--- src/gqls_pkg.sv ---
// Shared constants, register codes and control structs for the gridworld Q-learning step.
// Used by the config bank, controller, datapath, top level and checker.
package gqls_pkg;

    // Sizing
    localparam int MAX_WIDTH  = 64;
    localparam int MAX_HEIGHT = 64;
    localparam int Q_BITS     = 24;
    localparam int N_ACT      = 4;
    localparam int N_CELLS    = MAX_WIDTH * MAX_HEIGHT;
    localparam int CELL_W     = $clog2(N_CELLS);
    localparam int ROW_W      = N_ACT * Q_BITS;
    localparam int X_W        = $clog2(MAX_WIDTH);
    localparam int Y_W        = $clog2(MAX_HEIGHT);

    // Register field widths
    localparam int DIM_W      = 7;
    localparam int GAMMA_W    = 17;
    localparam int REW_W      = 24;
    localparam int CFG_DATA_W = 24;
    localparam int CFG_IDX_W  = 3;
    localparam int DIR_W      = 2;

    // Row/column divider: two quotient bits per step
    localparam int DIV_STEPS  = (Y_W + 1) / 2;
    localparam int QUOT_W     = 2 * DIV_STEPS;
    localparam int DVS_W      = DIM_W + QUOT_W;
    localparam int DIV_IDX_W  = (DIV_STEPS > 1) ? $clog2(DIV_STEPS) : 1;

    // Fixed-point arithmetic
    localparam int FRAC_SH    = 16;
    localparam int ONE_Q16    = 1 << FRAC_SH;
    localparam int HALF_Q16   = 1 << (FRAC_SH - 1);
    localparam int GP_W       = GAMMA_W + Q_BITS - 1;
    localparam int P_W        = GP_W + 1 - FRAC_SH;
    localparam int TS_W       = ((P_W > REW_W) ? P_W : REW_W) + 2;
    localparam int AP_W       = GAMMA_W + 1 + Q_BITS + 1 + 1;
    localparam int D_W        = AP_W - FRAC_SH;
    localparam int NS_W       = D_W + 1;
    localparam int SAT_W      = (NS_W > TS_W) ? NS_W : TS_W;

    // Register indexes
    localparam logic [CFG_IDX_W-1:0] REG_GRID_WIDTH  = 3'd0;
    localparam logic [CFG_IDX_W-1:0] REG_GRID_HEIGHT = 3'd1;
    localparam logic [CFG_IDX_W-1:0] REG_GOAL_CELL   = 3'd2;
    localparam logic [CFG_IDX_W-1:0] REG_START_CELL  = 3'd3;
    localparam logic [CFG_IDX_W-1:0] REG_DISCOUNT    = 3'd4;
    localparam logic [CFG_IDX_W-1:0] REG_LEARN_RATE  = 3'd5;
    localparam logic [CFG_IDX_W-1:0] REG_GOAL_REWARD = 3'd6;
    localparam logic [CFG_IDX_W-1:0] REG_STEP_REWARD = 3'd7;

    // Reset values
    localparam logic [DIM_W-1:0]   WIDTH_RST       = 7'd64;
    localparam logic [DIM_W-1:0]   HEIGHT_RST      = 7'd64;
    localparam logic [CELL_W-1:0]  GOAL_RST        = 12'd0;
    localparam logic [CELL_W-1:0]  START_RST       = 12'd0;
    localparam logic [GAMMA_W-1:0] DISCOUNT_RST    = 17'd58982;
    localparam logic [GAMMA_W-1:0] LEARN_RATE_RST  = 17'd65536;
    localparam logic [REW_W-1:0]   GOAL_REWARD_RST = 24'd25600;
    localparam logic [REW_W-1:0]   STEP_REWARD_RST = 24'hFFFF00;

    // Move directions
    localparam logic [DIR_W-1:0] DIR_RIGHT = 2'd0;
    localparam logic [DIR_W-1:0] DIR_UP    = 2'd1;
    localparam logic [DIR_W-1:0] DIR_LEFT  = 2'd2;
    localparam logic [DIR_W-1:0] DIR_DOWN  = 2'd3;

    // Configuration as seen by the datapath, sizes and rates already clamped
    typedef struct packed {
        logic [DIM_W-1:0]   width;
        logic [DIM_W-1:0]   height;
        logic [CELL_W-1:0]  goal;
        logic [CELL_W-1:0]  start;
        logic [GAMMA_W-1:0] gamma;
        logic [GAMMA_W-1:0] alpha;
        logic [REW_W-1:0]   goal_reward;
        logic [REW_W-1:0]   step_reward;
    } cfg_t;

    typedef struct packed {
        logic                 clr_wr;
        logic                 load;
        logic                 area;
        logic                 div_step;
        logic [DIV_IDX_W-1:0] div_idx;
        logic                 move;
        logic                 rd_land;
        logic                 rd_from;
        logic                 mul_g;
        logic                 tgt;
        logic                 mul_a;
        logic                 qnew;
        logic                 wb;
        logic                 out_load;
    } cmd_t;

    typedef struct packed {
        logic clr_last;
        logic out_free;
    } sts_t;

endpackage

--- src/gqls_ctrl.sv ---
// Sequencer for one Q-learning step: clearing pass, divide, move, Q reads, update, write-back.
// Depends on gqls_pkg; drives the datapath through cmd_t and watches sts_t.
module gqls_ctrl (
    input  logic           aclk,
    input  logic           aresetn,
    input  logic           s_valid,
    output logic           s_ready,
    input  gqls_pkg::sts_t sts,
    output gqls_pkg::cmd_t cmd
);

    localparam logic [3:0] S_CLEAR = 4'd0;
    localparam logic [3:0] S_IDLE  = 4'd1;
    localparam logic [3:0] S_AREA  = 4'd2;
    localparam logic [3:0] S_DIV   = 4'd3;
    localparam logic [3:0] S_MOVE  = 4'd4;
    localparam logic [3:0] S_RDL   = 4'd5;
    localparam logic [3:0] S_RDF   = 4'd6;
    localparam logic [3:0] S_MULG  = 4'd7;
    localparam logic [3:0] S_TGT   = 4'd8;
    localparam logic [3:0] S_MULA  = 4'd9;
    localparam logic [3:0] S_NEW   = 4'd10;
    localparam logic [3:0] S_WB    = 4'd11;
    localparam logic [3:0] S_OUT   = 4'd12;

    logic [3:0]                     state_reg;
    logic [3:0]                     state_next;
    logic [gqls_pkg::DIV_IDX_W-1:0] div_cnt_reg;
    logic [gqls_pkg::DIV_IDX_W-1:0] div_cnt_next;

    assign s_ready = (state_reg == S_IDLE);

    always_ff @(posedge aclk) begin
        if (!aresetn) begin
            state_reg   <= S_CLEAR;
            div_cnt_reg <= '0;
        end else begin
            state_reg   <= state_next;
            div_cnt_reg <= div_cnt_next;
        end
    end

    always_comb begin
        state_next   = state_reg;
        div_cnt_next = div_cnt_reg;
        cmd          = '0;
        cmd.div_idx  = div_cnt_reg;
        case (state_reg)
            S_CLEAR: begin
                cmd.clr_wr = 1'b1;
                if (sts.clr_last) begin
                    state_next = S_IDLE;
                end
            end
            S_IDLE: begin
                if (s_valid) begin
                    cmd.load   = 1'b1;
                    state_next = S_AREA;
                end
            end
            S_AREA: begin
                cmd.area     = 1'b1;
                div_cnt_next = gqls_pkg::DIV_IDX_W'(gqls_pkg::DIV_STEPS - 1);
                state_next   = S_DIV;
            end
            S_DIV: begin
                cmd.div_step = 1'b1;
                if (div_cnt_reg == '0) begin
                    state_next = S_MOVE;
                end else begin
                    div_cnt_next = div_cnt_reg - gqls_pkg::DIV_IDX_W'(1);
                end
            end
            S_MOVE: begin
                cmd.move   = 1'b1;
                state_next = S_RDL;
            end
            S_RDL: begin
                cmd.rd_land = 1'b1;
                state_next  = S_RDF;
            end
            S_RDF: begin
                cmd.rd_from = 1'b1;
                state_next  = S_MULG;
            end
            S_MULG: begin
                cmd.mul_g  = 1'b1;
                state_next = S_TGT;
            end
            S_TGT: begin
                cmd.tgt    = 1'b1;
                state_next = S_MULA;
            end
            S_MULA: begin
                cmd.mul_a  = 1'b1;
                state_next = S_NEW;
            end
            S_NEW: begin
                cmd.qnew   = 1'b1;
                state_next = S_WB;
            end
            S_WB: begin
                cmd.wb     = 1'b1;
                state_next = S_OUT;
            end
            S_OUT: begin
                // hold until the result register is free
                if (sts.out_free) begin
                    cmd.out_load = 1'b1;
                    state_next   = S_IDLE;
                end
            end
            default: begin
                state_next = S_CLEAR;
            end
        endcase
    end

endmodule

--- config.mk ---
export PLATFORM = sky130hd
export DESIGN_NAME = gqls_ctrl
export DESIGN_NICKNAME = d
export VERILOG_FILES = /design/src/gqls_pkg.sv /design/src/gqls_ctrl.sv
export SDC_FILE = /design/constraint.sdc
export NUM_CORES = 1
export LEC_CHECK = 0
export ABC_AREA = 1
export BUFFER_PORTS_ARGS = -buffer_cell sky130_fd_sc_hd__buf_2
export CORE_ASPECT_RATIO = 1.25
export CORE_MARGIN = 5
export CORE_UTILIZATION = 25
export CTS_CLUSTER_SIZE = 25
export DETAILED_ROUTE_END_ITERATION = 10
export RECOVER_POWER = 100
export SETUP_SLACK_MARGIN = 0.02
export SLEW_MARGIN = 5
export SYNTH_ARGS = -nofsm -noshare
export SYNTH_HDL_FRONTEND = slang
export SYNTH_SLANG_ARGS = --single-unit
--- constraint.sdc ---
create_clock -name aclk -period 2.8 [get_ports aclk]
set_input_delay 0.14 -clock aclk [delete_from_list [all_inputs] [get_ports aclk]]
set_output_delay 0.14 -clock aclk [all_outputs]
set_load 0.05 [all_outputs]
==> results by group <==
Outcome
  • Status: finished, final reports clean

Critical path
  • Critical path class: reg2out
  • CP Launch Point: state_reg[2]
  • CP max-delay cell: clkbuf_1
  • WP data arrival: between 1500 and 2000 ps
  • CP Launch Type: flop
  • Worst setup EP type: output port
  • Critical Path Sink: cmd[13]
  • R2R cell count: 7
  • Critical path, cell by cell: nor2_1 -> inv_1 -> nor3_1 -> clkbuf_1
  • R2R Path Start: state_reg[1]
  • Crit path max fanout: 6
  • Critical Path RT: about 2700 ps
  • CP max stage delay: around 490 ps
  • Worst R2R End: state_reg[0]
  • Flop2flop setup slack: ~1400 ps

Route
  • Via/cell ratio: 4.13
  • Via count: approximately 510
  • DRC Markers: 0
  • Pre-antenna DRT Iters: 3
  • Iter 0 DRT Violations: 6
  • Routed Antenna Nets: 0
  • Final wirelength: ~1200 um
  • Wirelength per Cell: about 9.5 um

Pwr
  • Net Sw Power: just over 0.0004 W
  • Final Power: 0.000656 W
  • Clock Power Share: a little under an eighth
  • PD cells: about 1200 mW/mm^2
  • Seq pwr share: between 20% and 30%
  • Combinational Power Share: between 60% and 70%
  • P_int: 0.000251 W
  • Switching share of power: 61.8%
  • Leak: 0.296 nW
  • VDD IR max: around 0.00027 V

CTS
  • H-tree depth: 1
  • Quantity of hold-fixing buffers added after cts: 0
  • Post-CTS Setup Bufs: 0
  • CTS resizes: 0
  • Clk buf depth: 2
  • Total number of clock tree sinks: 6
  • CTS tree: done
  • CTS clk-pin slew, worst paths: ~40 ps
  • Total CTS buffers: 3
  • Clk root buf: clkbuf_4
  • Worst skew pair latency: roughly 240 ps

Timing
  • Hold Fails Final Rpt: 0
  • Post-route minimum period: about 1900 ps
  • Max Clock Skew: roughly 2.4 ps
  • Final setup violation count: 0
  • Final worst slack: between 900 and 1000 ps
  • Period utilization: about 66%
  • Slew Limit Fails: 0
  • Achievable frequency: 538 MHz
  • Unrepaired setup endpoints after global routing: false
  • Worst-margin pin slew: 605 ps
  • Slew HR: between 50% and 60%
  • Final TNS setup: 0 ps

Finish
  • Max reg flops: 4
  • Post-layout util: between 30% and 40%
  • Diodes inserted: 0
  • Final non-filler cell total: ~120
  • Layout cells sized above 1: a little under an eighth
  • Layout area overhead: 25.8%
  • Nets: between 100 and 150

Global route
  • Total congestion overflow: 0
  • Initial antenna violation count: 0
  • Largest net degree at the start of global routing: 8
  • Gr usage total: between 8 and 9%
  • Global-route wire length before repair: about 1700 um
  • Vias in the first global route: around 450

Floorplanning
  • Die footprint: 0.00276 mm^2
  • Initial Util: around a quarter
  • Num ports: 21
  • Core ar.: between 0.0015 and 0.002 mm^2
  • Die Wd: just under 50 um
  • Chip height: 57.5 um
  • FP Rows: 17

Yosys
  • Mapped Cells: 81
  • Yosys top cell area share: 26.6%
  • Net count after synthesis: slightly below 90
  • Top cells by area, synth: dfxtp_1 (27%), nor2_1 (21%), inv_1 (12%)
  • Sequential fraction of the synthesis area: roughly a quarter
  • Cell accounting for the most synthesized area: dfxtp_1
  • Synth Cell Area: roughly 450 um^2
  • Syn Area/Cell: roughly 5.6 um^2
  • #FFs+latches synth: 6
  • Yosys Warn Count: 0
  • Synth cell types: 16

Place
  • Buffers on Ports: 20
  • Dpl hpwl: around 1000 um
  • Place WS: approximately 1500 ps
  • # placed instances: 120
  • Final GP Congestion: roughly 0.88

Min path
  • Hold Path Stages: 3
  • Hold WC Path Type: in2reg

Flow run
  • Max Cap Viol: 0
-- layout make-up --
cell class	instances	area (um^2)
timing repair buffer	20	80.1
fill	229	1180
inverter	17	65.1
sequential	6	120
multi-input combinational	58	256
tap	19	23.8
clock buffer	3	22.5
-- how the worst min path moves through the flow --
stage / to / from
2_1_floorplan: state_reg[0] / aresetn
3_3_place_gp: state_reg[0] / aresetn
3_5_place_dp: state_reg[0] / aresetn
4_1_cts: state_reg[0] / aresetn
5_1_grt: state_reg[1] / aresetn
6_report: state_reg[1] / aresetn
-- cell usage in the layout (no fill, tap or decap) --
master / synthesis / routed
nand3_2: 1 / 1
buf_2: 0 / 4
nand2_2: 3 / 3
nand2_1: 15 / 15
clkinv_2: 1 / 1
nand3b_1: 1 / 1
ha_1: 1 / 1
clkinv_1: 1 / 1
clkbuf_1: 0 / 16
clkbuf_4: 0 / 3
nor3_1: 2 / 2
a21oi_1: 2 / 2
nand3_1: 5 / 5
inv_1: 15 / 15
o21ai_0: 1 / 1
dfxtp_1: 6 / 6
nor2_1: 25 / 27
-- layer usage --
metal	wire length [um]	part of all wire, %	global-route usage (%)	vias to the layer above
met4	12	1.0	7.31	0
met2	571	49	14.2	17
met1	470	40	8.63	203
met3	111	9.5	1.89	2
li1	-	-	-	286
met5	0	0	0	-
-- Yosys cell counts --
cell and number:
clkinv_1 1, clkinv_2 1, nor2_2 1, nand2_1 15, dfxtp_1 6, nor2_1 25, ha_1 1, nor2_4 1
nand3_1 5, nand3b_1 1, nor3_1 2, nand2_2 3, nand3_2 1, a21oi_1 2, inv_1 15, o21ai_0 1
-- worst max-delay path, delay by kind of cell (launching register included) --
family	cells	cell delay, ps
simple gates	2	530
flops	1	340
buf+inv	2	620
-- per-stage QoR --
stage / instance area [um^2] / hold slack, ps
after global routing: 568 / 171
after CTS: 598 / 161
after global placement: 576 / 413
after floorplan: 452 / 260
final: 568 / 169
after detailed placement: 576 / 417
-- cell families after synthesis --
| family | Yosys count | share of synthesized area (%) |
|---|---|---|
| simple gates | 54 | 52.9 |
| compound gates | 3 | 3.32 |
| buf+inv | 17 | 14.4 |
| fa+ha+maj | 1 | 2.77 |
| flops | 6 | 26.6 |
-- power by group through the flow --
stage	sequential, W	clock (W)	combinational, W
after global routing	0.000150	0.0000852	0.000477
after detailed placement	0.000147	0	0.000463
after CTS	0.000145	0.0000805	0.000465
final	0.000145	0.0000757	0.000436
after global placement	0.000146	0	0.000463
after floorplan	0.000163	0	0.000355
Note: power is estimated with default switching activity, not from simulation.
