<file path="src/gqls_pkg.sv">
// Shared constants, register codes and control structs for the gridworld Q-learning step.
// Used by the config bank, controller, datapath, top level and checker.
package gqls_pkg;

    // Sizing
    localparam int MAX_WIDTH  = 64;
    localparam int MAX_HEIGHT = 64;
    localparam int Q_BITS     = 24;
    localparam int N_ACT      = 4;
    localparam int N_CELLS    = MAX_WIDTH * MAX_HEIGHT;
    localparam int CELL_W     = $clog2(N_CELLS);
    localparam int ROW_W      = N_ACT * Q_BITS;
    localparam int X_W        = $clog2(MAX_WIDTH);
    localparam int Y_W        = $clog2(MAX_HEIGHT);

    // Register field widths
    localparam int DIM_W      = 7;
    localparam int GAMMA_W    = 17;
    localparam int REW_W      = 24;
    localparam int CFG_DATA_W = 24;
    localparam int CFG_IDX_W  = 3;
    localparam int DIR_W      = 2;

    // Row/column divider: two quotient bits per step
    localparam int DIV_STEPS  = (Y_W + 1) / 2;
    localparam int QUOT_W     = 2 * DIV_STEPS;
    localparam int DVS_W      = DIM_W + QUOT_W;
    localparam int DIV_IDX_W  = (DIV_STEPS > 1) ? $clog2(DIV_STEPS) : 1;

    // Fixed-point arithmetic
    localparam int FRAC_SH    = 16;
    localparam int ONE_Q16    = 1 << FRAC_SH;
    localparam int HALF_Q16   = 1 << (FRAC_SH - 1);
    localparam int GP_W       = GAMMA_W + Q_BITS - 1;
    localparam int P_W        = GP_W + 1 - FRAC_SH;
    localparam int TS_W       = ((P_W > REW_W) ? P_W : REW_W) + 2;
    localparam int AP_W       = GAMMA_W + 1 + Q_BITS + 1 + 1;
    localparam int D_W        = AP_W - FRAC_SH;
    localparam int NS_W       = D_W + 1;
    localparam int SAT_W      = (NS_W > TS_W) ? NS_W : TS_W;

    // Register indexes
    localparam logic [CFG_IDX_W-1:0] REG_GRID_WIDTH  = 3'd0;
    localparam logic [CFG_IDX_W-1:0] REG_GRID_HEIGHT = 3'd1;
    localparam logic [CFG_IDX_W-1:0] REG_GOAL_CELL   = 3'd2;
    localparam logic [CFG_IDX_W-1:0] REG_START_CELL  = 3'd3;
    localparam logic [CFG_IDX_W-1:0] REG_DISCOUNT    = 3'd4;
    localparam logic [CFG_IDX_W-1:0] REG_LEARN_RATE  = 3'd5;
    localparam logic [CFG_IDX_W-1:0] REG_GOAL_REWARD = 3'd6;
    localparam logic [CFG_IDX_W-1:0] REG_STEP_REWARD = 3'd7;

    // Reset values
    localparam logic [DIM_W-1:0]   WIDTH_RST       = 7'd64;
    localparam logic [DIM_W-1:0]   HEIGHT_RST      = 7'd64;
    localparam logic [CELL_W-1:0]  GOAL_RST        = 12'd0;
    localparam logic [CELL_W-1:0]  START_RST       = 12'd0;
    localparam logic [GAMMA_W-1:0] DISCOUNT_RST    = 17'd58982;
    localparam logic [GAMMA_W-1:0] LEARN_RATE_RST  = 17'd65536;
    localparam logic [REW_W-1:0]   GOAL_REWARD_RST = 24'd25600;
    localparam logic [REW_W-1:0]   STEP_REWARD_RST = 24'hFFFF00;

    // Move directions
    localparam logic [DIR_W-1:0] DIR_RIGHT = 2'd0;
    localparam logic [DIR_W-1:0] DIR_UP    = 2'd1;
    localparam logic [DIR_W-1:0] DIR_LEFT  = 2'd2;
    localparam logic [DIR_W-1:0] DIR_DOWN  = 2'd3;

    // Configuration as seen by the datapath, sizes and rates already clamped
    typedef struct packed {
        logic [DIM_W-1:0]   width;
        logic [DIM_W-1:0]   height;
        logic [CELL_W-1:0]  goal;
        logic [CELL_W-1:0]  start;
        logic [GAMMA_W-1:0] gamma;
        logic [GAMMA_W-1:0] alpha;
        logic [REW_W-1:0]   goal_reward;
        logic [REW_W-1:0]   step_reward;
    } cfg_t;

    typedef struct packed {
        logic                 clr_wr;
        logic                 load;
        logic                 area;
        logic                 div_step;
        logic [DIV_IDX_W-1:0] div_idx;
        logic                 move;
        logic                 rd_land;
        logic                 rd_from;
        logic                 mul_g;
        logic                 tgt;
        logic                 mul_a;
        logic                 qnew;
        logic                 wb;
        logic                 out_load;
    } cmd_t;

    typedef struct packed {
        logic clr_last;
        logic out_free;
    } sts_t;

endpackage

</file>
<file path="src/gqls_cfg.sv">
// Configuration register bank: decodes register writes and clamps sizes and rates.
// Depends on gqls_pkg.
module gqls_cfg (
    input  logic                             aclk,
    input  logic                             aresetn,
    input  logic                             cfg_valid,
    output logic                             cfg_ready,
    input  logic [gqls_pkg::CFG_IDX_W-1:0]   cfg_index,
    input  logic [gqls_pkg::CFG_DATA_W-1:0]  cfg_data,
    output gqls_pkg::cfg_t                   cfg
);

    logic [gqls_pkg::DIM_W-1:0]   width_reg;
    logic [gqls_pkg::DIM_W-1:0]   height_reg;
    logic [gqls_pkg::CELL_W-1:0]  goal_reg;
    logic [gqls_pkg::CELL_W-1:0]  start_reg;
    logic [gqls_pkg::GAMMA_W-1:0] gamma_reg;
    logic [gqls_pkg::GAMMA_W-1:0] alpha_reg;
    logic [gqls_pkg::REW_W-1:0]   goal_rew_reg;
    logic [gqls_pkg::REW_W-1:0]   step_rew_reg;

    assign cfg_ready = 1'b1;

    always_ff @(posedge aclk) begin
        if (!aresetn) begin
            width_reg    <= gqls_pkg::WIDTH_RST;
            height_reg   <= gqls_pkg::HEIGHT_RST;
            goal_reg     <= gqls_pkg::GOAL_RST;
            start_reg    <= gqls_pkg::START_RST;
            gamma_reg    <= gqls_pkg::DISCOUNT_RST;
            alpha_reg    <= gqls_pkg::LEARN_RATE_RST;
            goal_rew_reg <= gqls_pkg::GOAL_REWARD_RST;
            step_rew_reg <= gqls_pkg::STEP_REWARD_RST;
        end else if (cfg_valid && cfg_ready) begin
            case (cfg_index)
                gqls_pkg::REG_GRID_WIDTH:  width_reg    <= cfg_data[gqls_pkg::DIM_W-1:0];
                gqls_pkg::REG_GRID_HEIGHT: height_reg   <= cfg_data[gqls_pkg::DIM_W-1:0];
                gqls_pkg::REG_GOAL_CELL:   goal_reg     <= cfg_data[gqls_pkg::CELL_W-1:0];
                gqls_pkg::REG_START_CELL:  start_reg    <= cfg_data[gqls_pkg::CELL_W-1:0];
                gqls_pkg::REG_DISCOUNT:    gamma_reg    <= cfg_data[gqls_pkg::GAMMA_W-1:0];
                gqls_pkg::REG_LEARN_RATE:  alpha_reg    <= cfg_data[gqls_pkg::GAMMA_W-1:0];
                gqls_pkg::REG_GOAL_REWARD: goal_rew_reg <= cfg_data[gqls_pkg::REW_W-1:0];
                gqls_pkg::REG_STEP_REWARD: step_rew_reg <= cfg_data[gqls_pkg::REW_W-1:0];
                default: ;
            endcase
        end
    end

    // Clamp grid size to 1..max and rates to 1.0
    always_comb begin
        cfg.goal        = goal_reg;
        cfg.start       = start_reg;
        cfg.goal_reward = goal_rew_reg;
        cfg.step_reward = step_rew_reg;

        if (width_reg == '0) begin
            cfg.width = gqls_pkg::DIM_W'(1);
        end else if (width_reg > gqls_pkg::DIM_W'(gqls_pkg::MAX_WIDTH)) begin
            cfg.width = gqls_pkg::DIM_W'(gqls_pkg::MAX_WIDTH);
        end else begin
            cfg.width = width_reg;
        end

        if (height_reg == '0) begin
            cfg.height = gqls_pkg::DIM_W'(1);
        end else if (height_reg > gqls_pkg::DIM_W'(gqls_pkg::MAX_HEIGHT)) begin
            cfg.height = gqls_pkg::DIM_W'(gqls_pkg::MAX_HEIGHT);
        end else begin
            cfg.height = height_reg;
        end

        if (gamma_reg > gqls_pkg::GAMMA_W'(gqls_pkg::ONE_Q16)) begin
            cfg.gamma = gqls_pkg::GAMMA_W'(gqls_pkg::ONE_Q16);
        end else begin
            cfg.gamma = gamma_reg;
        end

        if (alpha_reg > gqls_pkg::GAMMA_W'(gqls_pkg::ONE_Q16)) begin
            cfg.alpha = gqls_pkg::GAMMA_W'(gqls_pkg::ONE_Q16);
        end else begin
            cfg.alpha = alpha_reg;
        end
    end

endmodule

</file>
<file path="config.mk">
export PLATFORM = sky130hd
export DESIGN_NAME = gqls_cfg
export DESIGN_NICKNAME = d
export VERILOG_FILES = /design/src/gqls_pkg.sv /design/src/gqls_cfg.sv
export SDC_FILE = /design/constraint.sdc
export NUM_CORES = 1
export LEC_CHECK = 0
export BUFFER_PORTS_ARGS = -buffer_cell sky130_fd_sc_hd__buf_2
export CAP_MARGIN = 10
export CORE_MARGIN = 5
export CORE_UTILIZATION = 40
export CTS_CLUSTER_SIZE = 30
export DETAILED_ROUTE_END_ITERATION = 8
export MAX_ROUTING_LAYER = met4
export PLACE_DENSITY = 0.74
export SYNTH_ARGS = -nofsm -noshare
export SYNTH_HDL_FRONTEND = slang
export SYNTH_SLANG_ARGS = --single-unit
</file>
<file path="constraint.sdc">
create_clock -name aclk -period 1.3 [get_ports aclk]
set_input_delay 0.26 -clock aclk [delete_from_list [all_inputs] [get_ports aclk]]
set_output_delay 0.26 -clock aclk [all_outputs]
set_load 0.005 [all_outputs]
</file>
==> out/results.ini, run 1 <==
[synth]
synth_cell_types=27
yosysTopAreaCellShare_pct=48.64
synth.avg_cell_area_um2=8.314
ys_top_cells_by_area=dfxtp_1, nand2_1, a21boi_1, nor2b_1, a21boi_0
ys_seq_area_share_pct=48.64
synth_flop_cell=dfxtp_1
synth_fp_nets=624
synth_commonest_cells=nand2_1, dfxtp_1, a21boi_1
synth_edf_count=0
synthCells=594
yosys.area.top_type=dfxtp_1
synth-seq-cells=120
syn-cell-area_um2=4938
yosysMostFrequentCell=nand2_1
yosysWarnings=0
async_flop_share_pct=0

[detailed_routing]
via_per_inst=4.965
num_vias=4717
ant_nets=0
wl_per_cell_um=16.96
drtPass1Iterations=5
totalWireLength_um=16110
drtIter0Drc=325
route.detailed.drc=0

[setup_path]
crit_fanout=5
critical_path_required_ns=1.04
critical_path_class=reg2out
path_cells=nor4_4 -> buf_4 -> a41oi_2 -> nor2b_1 -> buf_2
path_buf_inv=2
cp_slowest_cell=dfxtp_2
cp_top_family=simple AND/OR/NAND/NOR gates
cp-end-kind=output pin
slowest_delay_ns=0.34
worstPathArrival_ns=1.69
startpoint_type=flip-flop

[global_route]
grt.overflow.total=0
grtUsageTotal_pct=22.11
grt_pass1_wl_um=24450
grt_pass1_vias=4700
grt_antenna_before_repair=0
grt_max_degree=92

[run]
maxCapViolations=0

[die]
die_area_um2=14670
initial_core_util_pct=40.94
core_um2=12060
die_h_um=121.1
pin_count=151
num_rows=40
fp.dieW_um=121.1

[finish]
fillers=1017
area_delta_synth_final_pct=46.21
final_nets=799
drive_gt1_share_pct=37.98
post-route-util_pct=59.87
num_antenna_cells=0

[cts]
clk_latency_ns=0.40
clk_pin_slew_worst_paths_ns=0.06
cts_sinks=120
root_buffer=clkbuf_16
ctsLongestPathBuffers=2
cts_buffers=17
cts_tree=done
cts_max_level=4

[status]
violations=setup timing
status=finished, violations left

[sta]
fin_crit_sh_pct=149.8
slew_violations=0
finalWorstSetupSlack_ns=-0.6469
fin_crit_ns=1.947
final-hold-violation-count=0
setup_viol=37
max_freq_mhz=513.6
fin_skew_ns=0
rsz0062_at_grt=true

[pwr]
power_density_nw_per_um2=1323
vdd_drop_max_mv=0.6779
power.total_w=0.009550
power.leakage_nw=3.116

[worst_hold_path]
min-delay-path-class=in2reg

[placement]
gp_congestion=0.8789
port_buffers=149
dp_hpwl_um=10550

worst min-delay path, delay by kind of cell:
| family | cells | cell delay [ns] |
|---|---|---|
| buf+inv | 1 | 0.09 |
| simple gates | 2 | 0.10 |
cells in the final DEF (no fill, tap or decap), drive strengths merged:
cell	Yosys	layout
nand2	213	213
buf	24	206
dfxtp	120	120
a21boi	77	77
nor2b	46	46
nand3	28	28
clkbuf	28	18
mux2i	14	14
nor4	8	8
and2b	8	8
clkinv	0	6
nor2	4	4
a41oi	2	4
bufinv	0	4
inv	2	4
and4bb	3	3
and4b	3	3
nand4b	3	3
nor3	2	2
a21oi	2	2
nand4bb	2	2
clkinvlp	0	2
nand4	1	1
and4	1	1
nor4b	1	1
o211ai	1	1
conb	1	1
routing by layer:
layer / GRT usage [%] / vias up / part of all wire (%)
li1: - / 2295 / -
met1: 25.99 / 2240 / 43
met2: 37.90 / 163 / 51
met3: 3.869 / 19 / 4.4
met4: 8.215 / 0 / 1.8
met5: - / - / 0
metrics by stage:
stage	cells	worst slack (ns)	TNS, ns	cell area (um^2)	hold WS, ns
6_report	950	-0.6469	-13.42	7221	0.07795
4_1_cts	943	-0.6555	-13.20	7063	0.06277
5_1_grt	950	-0.7345	-15.86	7221	0.07675
3_3_place_gp	903	-0.2374	-3.625	6155	0.4391
3_5_place_dp	903	-0.3198	-4.808	6155	0.4453
2_1_floorplan	594	-0.03594	-0.2875	5006	0.3840
path summary, 6_finish.rpt:
check / startpoint / to / slack, ns / cells after the start
worst max-delay path: alpha_reg[3] / cfg[60] / -0.65 / 5
worst min register to register: goal_rew_reg[8] / goal_rew_reg[8] / 0.45 / 2
worst max register to register: gamma_reg[16] / gamma_reg[16] / 0.39 / 4
worst min-delay path: cfg_data[17] / step_rew_reg[17] / 0.08 / 3
logic make-up (layout without fill, tap and decap cells):
logic type	Yosys count	in the layout	synth area share, %
DFF	120	120	48.64
muxes	14	14	2.838
and+or+nand+nor	323	323	30.56
other	1	1	0.07593
buffers and inverters	54	240	5.473
AOI/OAI and AO/OA	82	84	12.41
power breakdown:
group	internal (W)	switching (W)
clock	0.00322	0.00173
combinational	0.000352	0.000413
sequential	0.00377	0.0000705
total	0.00734	0.00221
repair_timing:
action                                  in CTS  in global routing
cloned                                       2                  0
endpoints found under the setup margin      45                 43
buffers inserted                             6                 11
gates resized for setup                     56                 34
hold buffers                                 0                  0
pin swaps                                    9                  9
cell type report:
type / count / area (um^2) / area share (%)
clock inverters: 14 / 197.7 / 2.738
well taps: 168 / 210.2 / 2.911
inverters: 2 / 7.507 / 0.1040
clock buffers: 18 / 429.2 / 5.944
multi-input cells: 422 / 2524 / 34.95
flip-flops and latches: 120 / 2455 / 34.00
repair buffers: 206 / 1398 / 19.36
No activity file was read; power rests on OpenSTA's default activity.
==> run 2: changes to the inputs <==
RECOVER_POWER = 100   (was unset)
==> out/results.ini, run 2 (synthesis gave the netlist of run 1 again) <==
[finish]
final_nets=799  ; unchanged
mostFrequentLayoutCells=nand2_1, dfxtp_1, buf_2
final_common_cell=nand2_1
num_antenna_cells=0  ; unchanged
drive_gt1_share_pct=30.82  ; -7.2 points
area_delta_synth_final_pct=43.02

[sta]
max_freq_mhz=512.9  ; -0.14%
slew_violations=0  ; unchanged
fin_crit_ns=1.950  ; +0.002653 ns
fin_skew_ns=0  ; unchanged
fin_crit_sh_pct=150.0  ; +0.20 points
tightest_slew_ns=0.5630
setup_viol=37  ; unchanged
rsz0062_at_grt=true
final-hold-violation-count=0  ; unchanged
finalWorstSetupSlack_ns=-0.6495  ; -0.002653 ns
setup_tns_ns=-13.45  ; -0.03030 ns
slew_headroom_pct=62.47

[run]
maxCapViolations=0  ; unchanged

[pwr]
pwr-share-seq_pct=40.4  ; +0.2 points
pwr-share-clk_pct=52.0  ; +0.2 points
power.total_w=0.009517  ; -0.35%
power.leakage_nw=2.877  ; -7.7%
switching_share_pct=23.15  ; about the same
power_density_nw_per_um2=1347  ; +1.9%
netSwitchingPower_w=0.002204  ; -0.28%
vdd_drop_max_mv=0.6688  ; -1.3%
intPower_w=0.007313  ; -0.37%
combPwrFrac_pct=7.6  ; -0.4 points

[die]
fp.dieW_um=121.1  ; unchanged
pin_count=151  ; unchanged
die_area_um2=14670  ; unchanged
num_rows=40  ; unchanged
initial_core_util_pct=40.94  ; unchanged
die_h_um=121.1  ; unchanged
core_um2=12060  ; unchanged

[setup_path]
critical_path_class=reg2out
path_cells=nor4_4 -> buf_4 -> a41oi_2 -> nor2b_1 -> buf_2
cp_slowest_cell=dfxtp_2
critical_path_required_ns=1.04  ; about the same
cp-startpoint=alpha_reg[3]
crit_fanout=5  ; unchanged
cp-end-kind=output pin
slowest_delay_ns=0.34  ; about the same
startpoint_type=flip-flop
worstPathArrival_ns=1.69  ; about the same
r2r-start=gamma_reg[16]

[cts]
cts_buffers=17  ; unchanged
cts_max_level=4  ; unchanged
clk_latency_ns=0.40  ; about the same
cts_sinks=120  ; unchanged
root_buffer=clkbuf_16
clk_pin_slew_worst_paths_ns=0.06  ; about the same
cts_hold_buf=0  ; unchanged
cts_tree=done
ctsLongestPathBuffers=2  ; unchanged

[global_route]
grt_util_met2_pct=37.90  ; unchanged
grt_pass1_vias=4700  ; unchanged
use_met3_pct=3.869  ; unchanged
grt.overflow.total=0  ; unchanged
grtUsageTotal_pct=22.11  ; unchanged
grt_pass1_wl_um=24450  ; unchanged
use_met1_pct=25.99  ; unchanged
grt_antenna_before_repair=0  ; unchanged
busiest_layer=met2
grt_max_degree=92  ; unchanged

[detailed_routing]
via_per_inst=4.959  ; -0.13%
totalWireLength_um=16020  ; -0.55%
ant_nets=0  ; unchanged
drtIter0Drc=267  ; -18%
wl_per_cell_um=16.86  ; -0.55%
drtPass1Iterations=6  ; +1
num_vias=4711  ; -0.13%
route.detailed.drc=0  ; unchanged

[placement]
gp_congestion=0.8789  ; unchanged
dp_hpwl_um=10550  ; unchanged
port_buffers=149  ; unchanged

[worst_hold_path]
min-delay-path-class=in2reg
min_from=cfg_data[17]

[status]
violations=setup timing
status=finished, violations left

run 2: changes by cell type in the layout (fill, tap and decap cells not counted), sizes merged:
cell / delta
buf: -63
clkbuf: +63
run 2: through the flow:
step                instance area [um^2]  util, %  setup slack [ns]  hold slack (ns)  instances
finish                              7063    58.56           -0.6495          0.07516        950
global route                        7063    58.56           -0.7345          0.07675        950
CTS                                 7063    58.56           -0.6555          0.06277        943
detailed placement                  6155    51.03           -0.3198           0.4453        903
global placement                    6155    51.03           -0.2374           0.4391        903
floorplan                           5006        -          -0.03594           0.3840        594
run 2: cell type report:
type | instances | area, um^2
fill | 1067 | 4999
multi-input combinational | 422 | 2517
sequential | 120 | 2450
timing repair buffer | 206 | 1251
clock buffer | 18 | 429.2
tap | 168 | 210.2
clock inverter | 14 | 197.7
inverter | 2 | 7.507
run 2: worst max-delay path, delay by kind of cell (launching register included):
kind                   cells  cell delay (ns)
AND/OR/NAND/NOR            2             0.46
flip-flops                 1             0.34
buffers and inverters      2             0.28
AO/OA/AOI/OAI              1             0.19
run 2: repair_timing:
item,CTS,global route
setup endpoints to repair,45,43
setup buffers,6,11
endpoints found under the hold margin,0,0
gates resized for setup,56,34
cloned,2,0
pin swaps,9,9
run 2: worst paths after layout:
path / end / slack (ns) / cells after the start
worst min-delay path: step_rew_reg[17] / 0.08 / 3
worst max register to register: gamma_reg[16] / 0.37 / 4
worst max-delay path: cfg[60] / -0.65 / 5
worst min register to register: start_reg[7] / 0.46 / 2
run 2: metal layers:
| layer | routed length [um] | up-vias |
|---|---|---|
| met5 | 0 | - |
| met4 | 376 | 0 |
| met3 | 764 | 34 |
| met2 | 8215 | 164 |
| met1 | 6664 | 2226 |
| li1 | - | 2287 |
run 2: power by group through the flow:
stage	logic [W]	clock network [W]	registers, W
after CTS	0.000738	0.00503	0.00384
after detailed placement	0.000692	0	0.00391
after global placement	0.000678	0	0.00390
after global routing	0.000785	0.00518	0.00385
final	0.000727	0.00495	0.00384
after floorplan	0.000358	0	0.00391
==> run 3: changes to the inputs <==
PLACE_DENSITY = 0.72   (was 0.74)
clock period = 2.5 ns   (was 1.3 ns; I/O delays follow)
==> out/results.ini, run 3 (synthesis gave the netlist of run 1 again) <==
[detailed_routing]
wl_per_cell_um=16.11  ; -4.4%
drtPass1Iterations=4  ; -2
num_vias=4425  ; -6.1%
via_per_inst=4.933  ; -0.52%
totalWireLength_um=14460  ; -9.8%
route.detailed.drc=0  ; unchanged
ant_nets=0  ; unchanged
drtIter0Drc=236  ; -12%

[finish]
drive_gt1_share_pct=13.85  ; -17 points
area_delta_synth_final_pct=25.39
seq_area_um2=2402  ; -1.9%
mostFrequentLayoutCells=nand2_1, dfxtp_1, clkbuf_1
post-route-util_pct=51.34  ; -7.2 points
num_antenna_cells=0  ; unchanged
final_common_cell=nand2_1
final_nets=747  ; -6.5%
multiInputGateArea_um2=2275  ; -9.6%
fillers=1172  ; +9.8%

[cts]
cts_hold_buf=0  ; unchanged
clk_latency_ns=0.40  ; about the same
cts_buffers=17  ; unchanged
ctsLongestPathBuffers=2  ; unchanged
clk_pin_slew_worst_paths_ns=0.06  ; about the same
cts_max_level=4  ; unchanged
cts_tree=done
cts_sinks=120  ; unchanged
root_buffer=clkbuf_16

[die]
die_h_um=121.1  ; unchanged
die_area_um2=14670  ; unchanged
num_rows=40  ; unchanged
initial_core_util_pct=40.94  ; unchanged
pin_count=151  ; unchanged
fp.dieW_um=121.1  ; unchanged
core_um2=12060  ; unchanged

[placement]
dp_hpwl_um=9783  ; -7.3%
pre_cts_slack_ns=0.5023  ; +0.8221 ns
gp_congestion=0.8499  ; -3.3%
port_buffers=149  ; unchanged

[sta]
rsz0062_at_grt=false
slew_violations=0  ; unchanged
tightest_slew_ns=1.139  ; +0.5762 ns
slew_headroom_pct=24.06  ; -38 points
fin_skew_ns=0  ; unchanged
setup_viol=0  ; -100%
fin_crit_ns=2.333
hold_slack_ns=0.3229  ; +0.2478 ns
final-hold-violation-count=0  ; unchanged
setup_tns_ns=0  ; +13.45 ns
fin_crit_sh_pct=93.33
finalWorstSetupSlack_ns=0.1667  ; +0.8163 ns
max_freq_mhz=428.6

[pwr]
power.leakage_nw=2.355  ; -18%
vdd_drop_max_mv=0.3534  ; -47%
power_density_nw_per_um2=770.8  ; -43%

[setup_path]
path_cells=nor4_1 -> a41oi_2 -> and2b_1 -> buf_2
critical_path_class=reg2out
slowest_delay_ns=0.40  ; +0.06 ns
worstPathArrival_ns=1.83  ; +0.14 ns
crit_fanout=10  ; +5
critical_path_required_ns=2.00  ; +0.96 ns
startpoint_type=flip-flop
cp_top_family=simple AND/OR/NAND/NOR gates
cp_slowest_cell=nor4_1
path_buf_inv=1  ; -1
cp-end-kind=output pin

[global_route]
grt_pass1_wl_um=22470  ; -8.1%
grtUsageTotal_pct=20.37  ; -1.7 points
grt_antenna_before_repair=0  ; unchanged
grt.overflow.total=0  ; unchanged
grt_pass1_vias=4189  ; -11%
grt_max_degree=121  ; +32%

[worst_hold_path]
min-delay-path-class=in2reg

[run]
maxCapViolations=0  ; unchanged

[status]
status=completed

[run 3: changes by cell type in the layout (fill, tap and decap cells not counted), sizes merged, moves of 2 or more]
cell / change
clkbuf: +35
clkinv: -3
a41oi: -2
buf: -83
clkinvlp: +2
[run 3: path summary, 6_finish.rpt]
check                              startpoint                to  slack (ns)  cells past startpoint
worst min register to register   start_reg[2]      start_reg[2]        0.46                      2
worst max-delay path             alpha_reg[0]           cfg[54]        0.17                      4
worst min-delay path             cfg_data[17]  step_rew_reg[17]        0.32                      3
worst max register to register  alpha_reg[16]     alpha_reg[16]        1.67                      2
[run 3: timing repair]
action / CTS / global route
gates resized for setup: 0 / 2
setup endpoints to repair: 0 / 10
setup buffers: 0 / 0
[run 3: final cells by class]
class                      count  area share, %
timing repair buffer         156          11.19
clock buffer                  20          7.375
clock inverter                11          2.384
multi-input combinational    420          36.73
inverter                       2         0.1212
tap                          168          3.395
sequential                   120          38.80
[run 3: report_power, final]
group          total (W)  internal [W]  switching [W]
logic           0.000306      0.000116       0.000191
registers        0.00199       0.00196      0.0000309
clock network    0.00247       0.00161       0.000859
[run 3: per-stage QoR]
| stage | total power (W) | cell area [um^2] | instances |
|---|---|---|---|
| floorplan | 0.002211 | 4938 | 594 |
| global placement | 0.002341 | 5697 | 866 |
| detailed placement | 0.002351 | 5697 | 866 |
| CTS | 0.004830 | 6301 | 897 |
| global route | 0.004942 | 6192 | 897 |
| finish | 0.004773 | 6192 | 897 |
[run 3: worst reg2reg max path: stages, from the launching register on]
cell      delay, ns
dfxtp_1        0.45
inv_1          0.11
o211ai_1       0.19
[run 3: metal layers]
metal / global-route usage (%) / vias to the layer above / part of all wire (%)
met3: 3.776 / 24 / 6.0
met1: 25.28 / 2090 / 44
li1: - / 2172 / -
met5: - / - / 0
met4: 9.065 / 0 / 2.4
met2: 32.44 / 139 / 48
